## src/hdl/table_linear_interpolator_defines.svh

```systemverilog
// assertion macros for the table interpolator
// expects aclk and aresetn in the scope that uses them
`ifndef TABLE_LINEAR_INTERPOLATOR_DEFINES_SVH
`define TABLE_LINEAR_INTERPOLATOR_DEFINES_SVH

// consequent checked in the same cycle
`define TLI_ASSERT_NOW(label, ante, cons, msg) \
    label: assert property (@(posedge aclk) disable iff (!aresetn) (ante) |-> (cons)) \
        else $error(msg);

// consequent checked in the cycle after the antecedent
`define TLI_ASSERT_NEXT(label, ante, cons, msg) \
    label: assert property (@(posedge aclk) disable iff (!aresetn) (ante) |=> (cons)) \
        else $error(msg);

`endif

```

## src/hdl/tli_pkg.sv

```systemverilog
// package for the table interpolator: sizes, register map, control word
// layout and the microcode rom; no dependencies
`timescale 1ns / 1ps

package tli_pkg;

    localparam int MAX_POINTS = 16;
    localparam int VALUE_W    = 16;
    localparam int IDX_W      = $clog2(MAX_POINTS);
    localparam int CNT_W      = $clog2(MAX_POINTS + 1);
    localparam int MIN_POINTS = 2;
    localparam int PROD_W     = 2 * VALUE_W;
    localparam int DIV_STEPS  = PROD_W / 2;
    localparam int DCNT_W     = $clog2(DIV_STEPS);
    localparam int ENTRY_W    = 2 * VALUE_W;

    // apb register map
    localparam int APB_ADDR_W = 3;
    localparam int APB_DATA_W = 32;
    localparam logic REG_POINTS_IN_USE = 1'b0;
    localparam logic [CNT_W-1:0] POINTS_RESET = CNT_W'(2);

    // program steps
    localparam int STEP_W = 4;
    localparam logic [STEP_W-1:0] STEP_IDLE = 4'd0;
    localparam logic [STEP_W-1:0] STEP_RD0  = 4'd1;
    localparam logic [STEP_W-1:0] STEP_RDL  = 4'd2;
    localparam logic [STEP_W-1:0] STEP_RD1  = 4'd3;
    localparam logic [STEP_W-1:0] STEP_SRCH = 4'd4;
    localparam logic [STEP_W-1:0] STEP_RDS  = 4'd5;
    localparam logic [STEP_W-1:0] STEP_LEFT = 4'd6;
    localparam logic [STEP_W-1:0] STEP_DIFF = 4'd7;
    localparam logic [STEP_W-1:0] STEP_MAG  = 4'd8;
    localparam logic [STEP_W-1:0] STEP_MUL  = 4'd9;
    localparam logic [STEP_W-1:0] STEP_DIV  = 4'd10;
    localparam logic [STEP_W-1:0] STEP_SUM  = 4'd11;
    localparam logic [STEP_W-1:0] STEP_OUT  = 4'd12;
    localparam logic [STEP_W-1:0] STEP_ERR  = 4'd13;
    localparam logic [STEP_W-1:0] STEP_YL   = 4'd14;

    typedef enum logic [3:0] {
        OP_NONE,
        OP_START,
        OP_CLAMP_LO,
        OP_CLAMP_HI,
        OP_SEARCH,
        OP_LEFT,
        OP_DIFF,
        OP_MAG,
        OP_MUL,
        OP_DIV,
        OP_SUM,
        OP_OUT,
        OP_ERR,
        OP_YL
    } op_t;

    typedef enum logic [2:0] {
        ADDR_ZERO,
        ADDR_LAST,
        ADDR_SEG,
        ADDR_SEG1,
        ADDR_SEG2
    } addr_sel_t;

    typedef enum logic [2:0] {
        COND_NEVER,
        COND_ALWAYS,
        COND_START,
        COND_ERR,
        COND_MORE,
        COND_WZERO,
        COND_CNT,
        COND_FREE
    } cond_t;

    // hold: when the condition is false, stay on the step instead of advancing
    typedef struct packed {
        logic              hold;
        cond_t             cond;
        logic [STEP_W-1:0] target;
        addr_sel_t         addr;
        op_t               op;
    } uword_t;

    function automatic uword_t uw(input logic hold, input cond_t cond,
                                  input logic [STEP_W-1:0] target,
                                  input addr_sel_t addr, input op_t op);
        uword_t w;
        w.hold   = hold;
        w.cond   = cond;
        w.target = target;
        w.addr   = addr;
        w.op     = op;
        return w;
    endfunction

    function automatic uword_t ucode_rom(input logic [STEP_W-1:0] step);
        uword_t w;
        unique case (step)
            STEP_IDLE: w = uw(1'b1, COND_START,  STEP_RD0,  ADDR_ZERO, OP_START);
            STEP_RD0:  w = uw(1'b0, COND_ERR,    STEP_ERR,  ADDR_ZERO, OP_NONE);
            STEP_RDL:  w = uw(1'b0, COND_NEVER,  STEP_IDLE, ADDR_LAST, OP_CLAMP_LO);
            STEP_RD1:  w = uw(1'b0, COND_NEVER,  STEP_IDLE, ADDR_SEG1, OP_CLAMP_HI);
            STEP_SRCH: w = uw(1'b0, COND_MORE,   STEP_SRCH, ADDR_SEG2, OP_SEARCH);
            STEP_RDS:  w = uw(1'b0, COND_NEVER,  STEP_IDLE, ADDR_SEG,  OP_NONE);
            STEP_LEFT: w = uw(1'b0, COND_NEVER,  STEP_IDLE, ADDR_SEG1, OP_LEFT);
            STEP_DIFF: w = uw(1'b0, COND_NEVER,  STEP_IDLE, ADDR_ZERO, OP_DIFF);
            STEP_MAG:  w = uw(1'b0, COND_WZERO,  STEP_YL,   ADDR_ZERO, OP_MAG);
            STEP_MUL:  w = uw(1'b0, COND_NEVER,  STEP_IDLE, ADDR_ZERO, OP_MUL);
            STEP_DIV:  w = uw(1'b0, COND_CNT,    STEP_DIV,  ADDR_ZERO, OP_DIV);
            STEP_SUM:  w = uw(1'b0, COND_NEVER,  STEP_IDLE, ADDR_ZERO, OP_SUM);
            STEP_OUT:  w = uw(1'b1, COND_FREE,   STEP_IDLE, ADDR_ZERO, OP_OUT);
            STEP_ERR:  w = uw(1'b0, COND_ALWAYS, STEP_OUT,  ADDR_ZERO, OP_ERR);
            STEP_YL:   w = uw(1'b0, COND_ALWAYS, STEP_OUT,  ADDR_ZERO, OP_YL);
            default:   w = uw(1'b0, COND_ALWAYS, STEP_IDLE, ADDR_ZERO, OP_NONE);
        endcase
        return w;
    endfunction

endpackage

```

## src/hdl/table_linear_interpolator.sv

```systemverilog
// Piecewise linear interpolator over a table of up to 16 (x, y) breakpoints.
// A write item (mode 0) stores one breakpoint. An evaluate item (mode 1)
// runs a short microcode program: clamp, linear search, then y_left +
// (y_right - y_left) * (x - x_left) / (x_right - x_left) with a
// 2-bit-per-cycle restoring divider, saturated to 16 bits. The search walks
// the single table read port one breakpoint per cycle; the segment found is
// 0 to 14. A zero-width segment skips the multiply and divide and gives
// y_left, and fewer than two points in use give a size error with a zero
// result. A new item is accepted only while the program is idle. The table
// holds nothing meaningful until written and needs no clearing after reset.
// A finished result waits in the output register while the next item is
// accepted. points_in_use sits at APB byte address 0.
// depends on tli_pkg, tli_ram and table_linear_interpolator_defines.svh
`timescale 1ns / 1ps
`include "table_linear_interpolator_defines.svh"

module table_linear_interpolator import tli_pkg::*; (
    input  logic                      aclk,
    input  logic                      aresetn,

    input  logic                      s_valid,
    output logic                      s_ready,
    input  logic                      s_mode,
    input  logic [IDX_W-1:0]          s_point_index,
    input  logic signed [VALUE_W-1:0] s_point_x,
    input  logic signed [VALUE_W-1:0] s_point_y,
    input  logic signed [VALUE_W-1:0] s_query_x,

    output logic                      m_valid,
    input  logic                      m_ready,
    output logic signed [VALUE_W-1:0] m_result_y,
    output logic                      m_size_error,

    input  logic                      psel,
    input  logic                      penable,
    input  logic                      pwrite,
    input  logic [APB_ADDR_W-1:0]     paddr,
    input  logic [APB_DATA_W-1:0]     pwdata,
    output logic [APB_DATA_W-1:0]     prdata,
    output logic                      pready
);

    // control state
    logic [STEP_W-1:0] pc_reg, pc_next;
    logic [CNT_W-1:0]  piu_reg, piu_next;
    logic              m_valid_reg, m_valid_next;

    // datapath
    logic signed [VALUE_W-1:0] qx_reg, qx_next;
    logic [CNT_W-1:0]          n_reg, n_next;
    logic                      err_reg, err_next;
    logic                      lo_reg, lo_next;
    logic [IDX_W-1:0]          seg_reg, seg_next;
    logic signed [VALUE_W-1:0] xr_reg, xr_next;
    logic signed [VALUE_W-1:0] xl_reg, xl_next;
    logic signed [VALUE_W-1:0] yl_reg, yl_next;
    logic signed [VALUE_W:0]   w_reg, w_next;
    logic signed [VALUE_W:0]   dx_reg, dx_next;
    logic signed [VALUE_W:0]   dy_reg, dy_next;
    logic [VALUE_W-1:0]        mw_reg, mw_next;
    logic [VALUE_W-1:0]        mdx_reg, mdx_next;
    logic [VALUE_W-1:0]        mdy_reg, mdy_next;
    logic                      neg_reg, neg_next;
    logic [PROD_W-1:0]         quo_reg, quo_next;
    logic [VALUE_W-1:0]        rem_reg, rem_next;
    logic [DCNT_W-1:0]         cnt_reg, cnt_next;
    logic signed [VALUE_W-1:0] res_reg, res_next;
    logic                      flag_reg, flag_next;
    logic signed [VALUE_W-1:0] m_result_y_reg, m_result_y_next;
    logic                      m_size_error_reg, m_size_error_next;

    uword_t                    uword;
    logic                      eval_accept;
    logic                      wr_accept;
    logic                      out_free;
    logic                      out_load;
    logic                      more;
    logic                      cond_true;
    logic                      cfg_wr;
    logic [IDX_W-1:0]          rd_addr;
    logic [ENTRY_W-1:0]        rd_data;
    logic signed [VALUE_W-1:0] rdx;
    logic signed [VALUE_W-1:0] rdy;
    logic [VALUE_W:0]          div1;
    logic [VALUE_W:0]          div2;
    logic signed [PROD_W+1:0]  q_signed;
    logic signed [PROD_W+1:0]  sum_full;
    logic signed [VALUE_W-1:0] sum_sat;

    function automatic logic [VALUE_W-1:0] mag(input logic signed [VALUE_W:0] v);
        return v[VALUE_W] ? VALUE_W'(-v) : VALUE_W'(v);
    endfunction

    // one restoring step: returns {quotient bit, new remainder}
    function automatic logic [VALUE_W:0] div_step(input logic [VALUE_W-1:0] rem,
                                                  input logic qbit,
                                                  input logic [VALUE_W-1:0] d);
        logic [VALUE_W:0] t;
        t = {rem, qbit};
        if (t >= {1'b0, d}) begin
            return {1'b1, VALUE_W'(t - {1'b0, d})};
        end
        return {1'b0, t[VALUE_W-1:0]};
    endfunction

    assign uword       = ucode_rom(pc_reg);
    assign s_ready     = (pc_reg == STEP_IDLE);
    assign eval_accept = s_valid & s_ready & s_mode;
    assign wr_accept   = s_valid & s_ready & ~s_mode;
    assign out_free    = ~m_valid_reg | m_ready;
    assign out_load    = (uword.op == OP_OUT) & out_free;

    assign pready = 1'b1;
    assign cfg_wr = psel & penable & pwrite;
    assign prdata = (paddr[APB_ADDR_W-1:2] == REG_POINTS_IN_USE)
                    ? APB_DATA_W'(piu_reg) : '0;

    // breakpoint table, x in the upper half of each entry
    tli_ram #(
        .WIDTH (ENTRY_W),
        .DEPTH (MAX_POINTS)
    ) u_table (
        .aclk    (aclk),
        .wr_en   (wr_accept),
        .wr_addr (s_point_index),
        .wr_data ({s_point_x, s_point_y}),
        .rd_addr (rd_addr),
        .rd_data (rd_data)
    );

    assign rdx = rd_data[ENTRY_W-1:VALUE_W];
    assign rdy = rd_data[VALUE_W-1:0];

    always_comb begin
        unique case (uword.addr)
            ADDR_ZERO: rd_addr = '0;
            ADDR_LAST: rd_addr = IDX_W'(n_reg - CNT_W'(1));
            ADDR_SEG:  rd_addr = seg_reg;
            ADDR_SEG1: rd_addr = seg_reg + IDX_W'(1);
            ADDR_SEG2: rd_addr = seg_reg + IDX_W'(2);
            default:   rd_addr = '0;
        endcase
    end

    // keep walking while the next breakpoint is still left of x and another segment is in use
    assign more = ((CNT_W'(seg_reg) + CNT_W'(2)) < n_reg) && (qx_reg > rdx);

    assign div1 = div_step(rem_reg, quo_reg[PROD_W-1], mw_reg);
    assign div2 = div_step(div1[VALUE_W-1:0], quo_reg[PROD_W-2], mw_reg);

    assign q_signed = neg_reg ? -$signed({2'b00, quo_reg}) : $signed({2'b00, quo_reg});
    assign sum_full = $signed({{(PROD_W + 2 - VALUE_W){yl_reg[VALUE_W-1]}}, yl_reg})
                      + q_signed;

    // saturate when the upper bits are not all copies of the sign
    always_comb begin
        if (sum_full[PROD_W+1:VALUE_W-1] == '0 || sum_full[PROD_W+1:VALUE_W-1] == '1) begin
            sum_sat = sum_full[VALUE_W-1:0];
        end else if (sum_full[PROD_W+1]) begin
            sum_sat = {1'b1, {(VALUE_W-1){1'b0}}};
        end else begin
            sum_sat = {1'b0, {(VALUE_W-1){1'b1}}};
        end
    end

    // sequencer
    always_comb begin
        unique case (uword.cond)
            COND_NEVER:  cond_true = 1'b0;
            COND_ALWAYS: cond_true = 1'b1;
            COND_START:  cond_true = eval_accept;
            COND_ERR:    cond_true = err_reg;
            COND_MORE:   cond_true = more;
            COND_WZERO:  cond_true = (w_reg == '0);
            COND_CNT:    cond_true = (cnt_reg != '0);
            COND_FREE:   cond_true = out_free;
            default:     cond_true = 1'b0;
        endcase
    end

    always_comb begin
        priority if (cond_true) begin
            pc_next = uword.target;
        end else if (uword.hold) begin
            pc_next = pc_reg;
        end else begin
            pc_next = pc_reg + STEP_W'(1);
        end
    end

    // datapath actions
    always_comb begin
        qx_next   = qx_reg;
        n_next    = n_reg;
        err_next  = err_reg;
        lo_next   = lo_reg;
        seg_next  = seg_reg;
        xr_next   = xr_reg;
        xl_next   = xl_reg;
        yl_next   = yl_reg;
        w_next    = w_reg;
        dx_next   = dx_reg;
        dy_next   = dy_reg;
        mw_next   = mw_reg;
        mdx_next  = mdx_reg;
        mdy_next  = mdy_reg;
        neg_next  = neg_reg;
        quo_next  = quo_reg;
        rem_next  = rem_reg;
        cnt_next  = cnt_reg;
        res_next  = res_reg;
        flag_next = flag_reg;
        unique case (uword.op)
            OP_NONE, OP_OUT: begin
            end
            OP_START: begin
                if (eval_accept) begin
                    qx_next  = s_query_x;
                    n_next   = (piu_reg > CNT_W'(MAX_POINTS)) ? CNT_W'(MAX_POINTS) : piu_reg;
                    err_next = (piu_reg < CNT_W'(MIN_POINTS));
                    seg_next = '0;
                end
            end
            OP_CLAMP_LO: begin
                if (qx_reg < rdx) begin
                    qx_next = rdx;
                    lo_next = 1'b1;
                end else begin
                    lo_next = 1'b0;
                end
            end
            OP_CLAMP_HI: begin
                if (!lo_reg && qx_reg > rdx) begin
                    qx_next = rdx;
                end
            end
            OP_SEARCH: begin
                xr_next = rdx;
                if (more) begin
                    seg_next = seg_reg + IDX_W'(1);
                end
            end
            OP_LEFT: begin
                xl_next = rdx;
                yl_next = rdy;
            end
            OP_DIFF: begin
                w_next  = {xr_reg[VALUE_W-1], xr_reg} - {xl_reg[VALUE_W-1], xl_reg};
                dx_next = {qx_reg[VALUE_W-1], qx_reg} - {xl_reg[VALUE_W-1], xl_reg};
                dy_next = {rdy[VALUE_W-1], rdy} - {yl_reg[VALUE_W-1], yl_reg};
            end
            OP_MAG: begin
                mw_next  = mag(w_reg);
                mdx_next = mag(dx_reg);
                mdy_next = mag(dy_reg);
                neg_next = dy_reg[VALUE_W] ^ dx_reg[VALUE_W] ^ w_reg[VALUE_W];
            end
            OP_MUL: begin
                quo_next = PROD_W'(mdy_reg) * PROD_W'(mdx_reg);
                rem_next = '0;
                cnt_next = DCNT_W'(DIV_STEPS - 1);
            end
            OP_DIV: begin
                rem_next = div2[VALUE_W-1:0];
                quo_next = {quo_reg[PROD_W-3:0], div1[VALUE_W], div2[VALUE_W]};
                cnt_next = cnt_reg - DCNT_W'(1);
            end
            OP_SUM: begin
                res_next  = sum_sat;
                flag_next = 1'b0;
            end
            OP_ERR: begin
                res_next  = '0;
                flag_next = 1'b1;
            end
            OP_YL: begin
                res_next  = yl_reg;
                flag_next = 1'b0;
            end
            default: begin
            end
        endcase
    end

    // output register and configuration
    always_comb begin
        m_valid_next      = out_load | (m_valid_reg & ~m_ready);
        m_result_y_next   = out_load ? res_reg : m_result_y_reg;
        m_size_error_next = out_load ? flag_reg : m_size_error_reg;
        piu_next          = piu_reg;
        if (cfg_wr && paddr[APB_ADDR_W-1:2] == REG_POINTS_IN_USE) begin
            piu_next = pwdata[CNT_W-1:0];
        end
    end

    always_ff @(posedge aclk) begin
        if (!aresetn) begin
            pc_reg      <= STEP_IDLE;
            piu_reg     <= POINTS_RESET;
            m_valid_reg <= 1'b0;
        end else begin
            pc_reg      <= pc_next;
            piu_reg     <= piu_next;
            m_valid_reg <= m_valid_next;
        end
    end

    always_ff @(posedge aclk) begin
        qx_reg           <= qx_next;
        n_reg            <= n_next;
        err_reg          <= err_next;
        lo_reg           <= lo_next;
        seg_reg          <= seg_next;
        xr_reg           <= xr_next;
        xl_reg           <= xl_next;
        yl_reg           <= yl_next;
        w_reg            <= w_next;
        dx_reg           <= dx_next;
        dy_reg           <= dy_next;
        mw_reg           <= mw_next;
        mdx_reg          <= mdx_next;
        mdy_reg          <= mdy_next;
        neg_reg          <= neg_next;
        quo_reg          <= quo_next;
        rem_reg          <= rem_next;
        cnt_reg          <= cnt_next;
        res_reg          <= res_next;
        flag_reg         <= flag_next;
        m_result_y_reg   <= m_result_y_next;
        m_size_error_reg <= m_size_error_next;
    end

    assign m_valid      = m_valid_reg;
    assign m_result_y   = m_result_y_reg;
    assign m_size_error = m_size_error_reg;

    `TLI_ASSERT_NEXT(a_eval_starts, s_valid && s_ready && s_mode, pc_reg == STEP_RD0, "evaluate item did not start the program")
    `TLI_ASSERT_NOW(a_result_from_out, $rose(m_valid), $past(pc_reg) == STEP_OUT, "result appeared outside the output step")
    `TLI_ASSERT_NOW(a_error_gives_zero, m_valid && m_size_error, m_result_y == '0, "size error result is not zero")
    `TLI_ASSERT_NOW(a_search_bound, pc_reg == STEP_SRCH, (CNT_W'(seg_reg) + CNT_W'(2)) <= n_reg, "search ran past the points in use")

endmodule

```

## src/hdl/tli_ram.sv

```systemverilog
// generic single write port, single read port ram with registered read
// no dependencies
`timescale 1ns / 1ps

module tli_ram #(
    parameter int WIDTH = 32,
    parameter int DEPTH = 16
) (
    input  logic                     aclk,
    input  logic                     wr_en,
    input  logic [$clog2(DEPTH)-1:0] wr_addr,
    input  logic [WIDTH-1:0]         wr_data,
    input  logic [$clog2(DEPTH)-1:0] rd_addr,
    output logic [WIDTH-1:0]         rd_data
);

    logic [WIDTH-1:0] mem_reg [DEPTH];
    logic [WIDTH-1:0] rd_data_reg;

    always_ff @(posedge aclk) begin
        if (wr_en) begin
            mem_reg[wr_addr] <= wr_data;
        end
        rd_data_reg <= mem_reg[rd_addr];
    end

    assign rd_data = rd_data_reg;

endmodule

```

## config.mk

```make
export PLATFORM = sky130hd
export DESIGN_NAME = table_linear_interpolator
export DESIGN_NICKNAME = d
export VERILOG_FILES = /design/src/hdl/tli_pkg.sv /design/src/hdl/table_linear_interpolator.sv /design/src/hdl/tli_ram.sv
export VERILOG_INCLUDE_DIRS = /design/src /design/src/hdl
export SDC_FILE = /design/constraint.sdc
export NUM_CORES = 2
export LEC_CHECK = 0
export ABC_AREA = 1
export BUFFER_PORTS_ARGS = -buffer_cell sky130_fd_sc_hd__buf_4
export CORE_UTILIZATION = 30
export DETAILED_ROUTE_END_ITERATION = 10
export PLACE_DENSITY = 0.47
export SLEW_MARGIN = 10
export SYNTH_ARGS = -nofsm -noshare
export SYNTH_HDL_FRONTEND = slang
export SYNTH_HIERARCHICAL = 1
export SYNTH_SLANG_ARGS = --single-unit
```

## constraint.sdc

```tcl
create_clock -name aclk -period 17.9 [get_ports aclk]
set_clock_uncertainty 0.2 [all_clocks]
set_input_delay 3.58 -clock aclk [delete_from_list [all_inputs] [get_ports aclk]]
set_output_delay 3.58 -clock aclk [all_outputs]
set_load 0.03 [all_outputs]
```

==> summary.txt <==
Outcome
  • Outcome: finished, final reports clean

Clock network
  • H-tree levels: 3
  • Clock Tree Buf Depth: 3
  • Post CTS Setup Buffer Count: 0
  • Post-cts sizing count: 0
  • Clock sinks: 830
  • Cts hold-fix bufs: 0
  • Root buffer cell: clkbuf_16
  • Clk Latency, worst-skew pair: 0.69 ns
  • CTS tree: done
  • Clock slew at the register clock pins of the worst setup and hold paths: 0.06 ns
  • Total CTS buffers: 92

Routing
  • Initial DRC count: 2164
  • Antenna Nets Post-Route: 0
  • DR vias: 35710
  • Drt wl/cell: 16.98 um
  • DRC errors left: 0
  • Detailed-route vias per instance: 4.513
  • First-pass DRT Iterations: 5
  • Drt total wl: 134400 um

Critical path
  • Crit-path slowest cell: buf_4
  • Slowest cell delay on critical path: 0.16 ns
  • Worst Setup End Kind: output pin
  • Critical Path RT: 14.12 ns
  • Setup Crit Path Kind: input port to output pin
  • Critical path startpoint category: input port
  • Top Family by Delay on Critical Path: buffers and inverters
  • CP max FO: 6
  • Crit path DAT: 3.98 ns
  • Cell Chain, Critical Path: buf_4 -> nor2_1 -> buf_4
  • Most used cell, CP: buf_4
  • CP Buf/Inv Count: 2

Synthesis
  • Sequential share of the synthesized area: 0.4804
  • Main combinational cell family by area after synthesis: simple AND/OR/NAND/NOR gates
  • Compound-cell area share of the yosys netlist: 0.04687
  • Synth Register Bits: 830
  • Adder-Cell Fraction of Synth Area: 0.1417
  • Synthesized area per cell: 9.073 um2
  • Total number of yosys warnings: 6
  • Post-synthesis xor/xnor area fraction: 0.03041
  • Prevailing post-synth register cell: edfxtp_1
  • Post-Syn Area: 50690 um2
  • Cell count after synthesis: 5587
  • Distinct cells, synth: 55
  • Synth Area in Simple Gates: 0.1954
  • Number of synthesized flops with an enable pin: 773
  • Post-synthesis mux area share: 0.0004443
  • Post-synth ARST share: 0

Power
  • VDD IR max: 0.1191 mV
  • Leakage: 25.68 nW
  • Power per Cell Area: 140.8 nW/um2

Die
  • Die area: 170600 um2
  • Die Ht: 413.1 um
  • Initial Util: 0.3028
  • Num rows: 150
  • Core area: 167400 um2
  • Die Wd: 413.1 um
  • I/O Pins: 147

Placed design
  • Hpwl dp: 90080 um
  • Port buffer count: 89
  • Dpl cells: 7742
  • Gpl congestion: 0.8613

Global routing
  • Global-route wire length before repair: 205900 um
  • Vias in the first global route: 34880
  • Antenna violations before repair: 7
  • Gr usage total: 0.1577
  • Largest net degree at the start of global routing: 162
  • Total gr overflow: 0

STA
  • Final Slew Violations: 0
  • Final-report hold violation count: 0
  • RSZ-0062 raised after global routing: no
  • Final Cycle Share: 0.4336
  • Setup TNS Final: 0 ns
  • Final setup fails: 0
  • Slew margin rel.: 0.2020
  • Min cycle time layout: 7.761 ns
  • Tightest Pin Transition: 1.186 ns
  • F_max: 0.1288 GHz

Final layout
  • Fin cells: 7913
  • Most frequent cells in the layout: nand2_1, inv_1, edfxtp_1
  • Layout area overhead: 12.00%
  • Final-stage net count: 6181
  • Fillers: 17240
  • Max reg flops: 512
  • Commonest non-fill, non-tap cell in the layout: nand2_1
  • Layout cells sized above 1: 0.06430
  • Final core utilization: 0.3391

Hold path
  • Hold crit path type: register to register

Run
  • Max-Cap Viols: 0
[worst reg2reg max path, delay by kind of cell, from the launching register on]
family	cells	cell delay [ns]
fa+ha+maj	7	3.62
simple gates	8	1.05
compound gates	5	0.91
flops	1	0.81
buf+inv	4	0.25
[cells in the mapped netlist (57+ instances only)]
master    count  area (um2)
clkbuf_1     99       371.6
inv_1      1060        3979
nor2_1      233       874.6
fa_1        200        4004
o21ai_0     162       810.8
dfxtp_1      57        1141
edfxtp_1    773       23210
ha_1        254        3178
xnor2_1      60       525.5
nand3_1     503        2517
a21oi_1     186       930.9
nand2_1    1529        5739
xor2_1      116        1016
[cell type report]
type	count	area (um2)	share of cell area
sequential	830	24350	0.4289
multi-input combinational	3489	21370	0.3763
inverter	1066	4011	0.07065
tap	2204	2758	0.04857
clock buffer	131	2653	0.04672
timing repair buffer	153	1161	0.02045
clock inverter	39	473.0	0.008330
antenna	1	2.502	0.00004407
[final timing paths]
kind	startpoint	to	slack (ns)	depth (start not counted)
worst max-delay path	paddr[2]	prdata[2]	10.14	3
worst min-delay path	u_table/rd_data[13]	yl_reg[13]	0.21	0
worst max register to register	mdx_reg[15]	quo_reg[26]	10.80	24
worst min register to register	u_table/rd_data[13]	yl_reg[13]	0.21	0
[kinds of logic after synthesis]
logic type                 after synthesis
and+or+nand+nor                       2393
DFF                                    830
buffers and inverters                 1294
other                                    2
xor gates and xnor gates               176
muxes                                    2
adders and majority gates              454
AOI/OAI and AO/OA                      436
[power breakdown]
group / switching [mW] / total, mW / leakage, nW / internal [mW]
Sequential: 0.108 / 2.50 / 7.44 / 2.39
Clock: 0.784 / 1.93 / 1.52 / 1.15
Combinational: 2.41 / 3.57 / 16.7 / 1.15
Total: 3.30 / 8.00 / 25.7 / 4.69
[metal layers]
layer,vias to the layer above,track usage,share of wire
met3,166,0.02124,0.044
met1,17000,0.2085,0.45
met5,-,0.001696,0.00056
met4,10,0.04791,0.024
li1,17850,-,-
met2,683,0.2662,0.48
[stage by stage]
stage / cell area [um2] / hold WS, ns / power, mW / setup slack (ns)
6_report: 56780 / 0.2136 / 7.996 / 10.14
5_1_grt: 56770 / 0.2250 / 8.594 / 10.08
4_1_cts: 56770 / 0.2184 / 8.098 / 10.13
3_5_place_dp: 53650 / 0.2075 / 6.117 / 10.14
3_3_place_gp: 53650 / 0.2058 / 6.107 / 10.15
2_1_floorplan: 50790 / 0.2003 / 5.045 / 10.13
(Power assumes the default switching activity.)
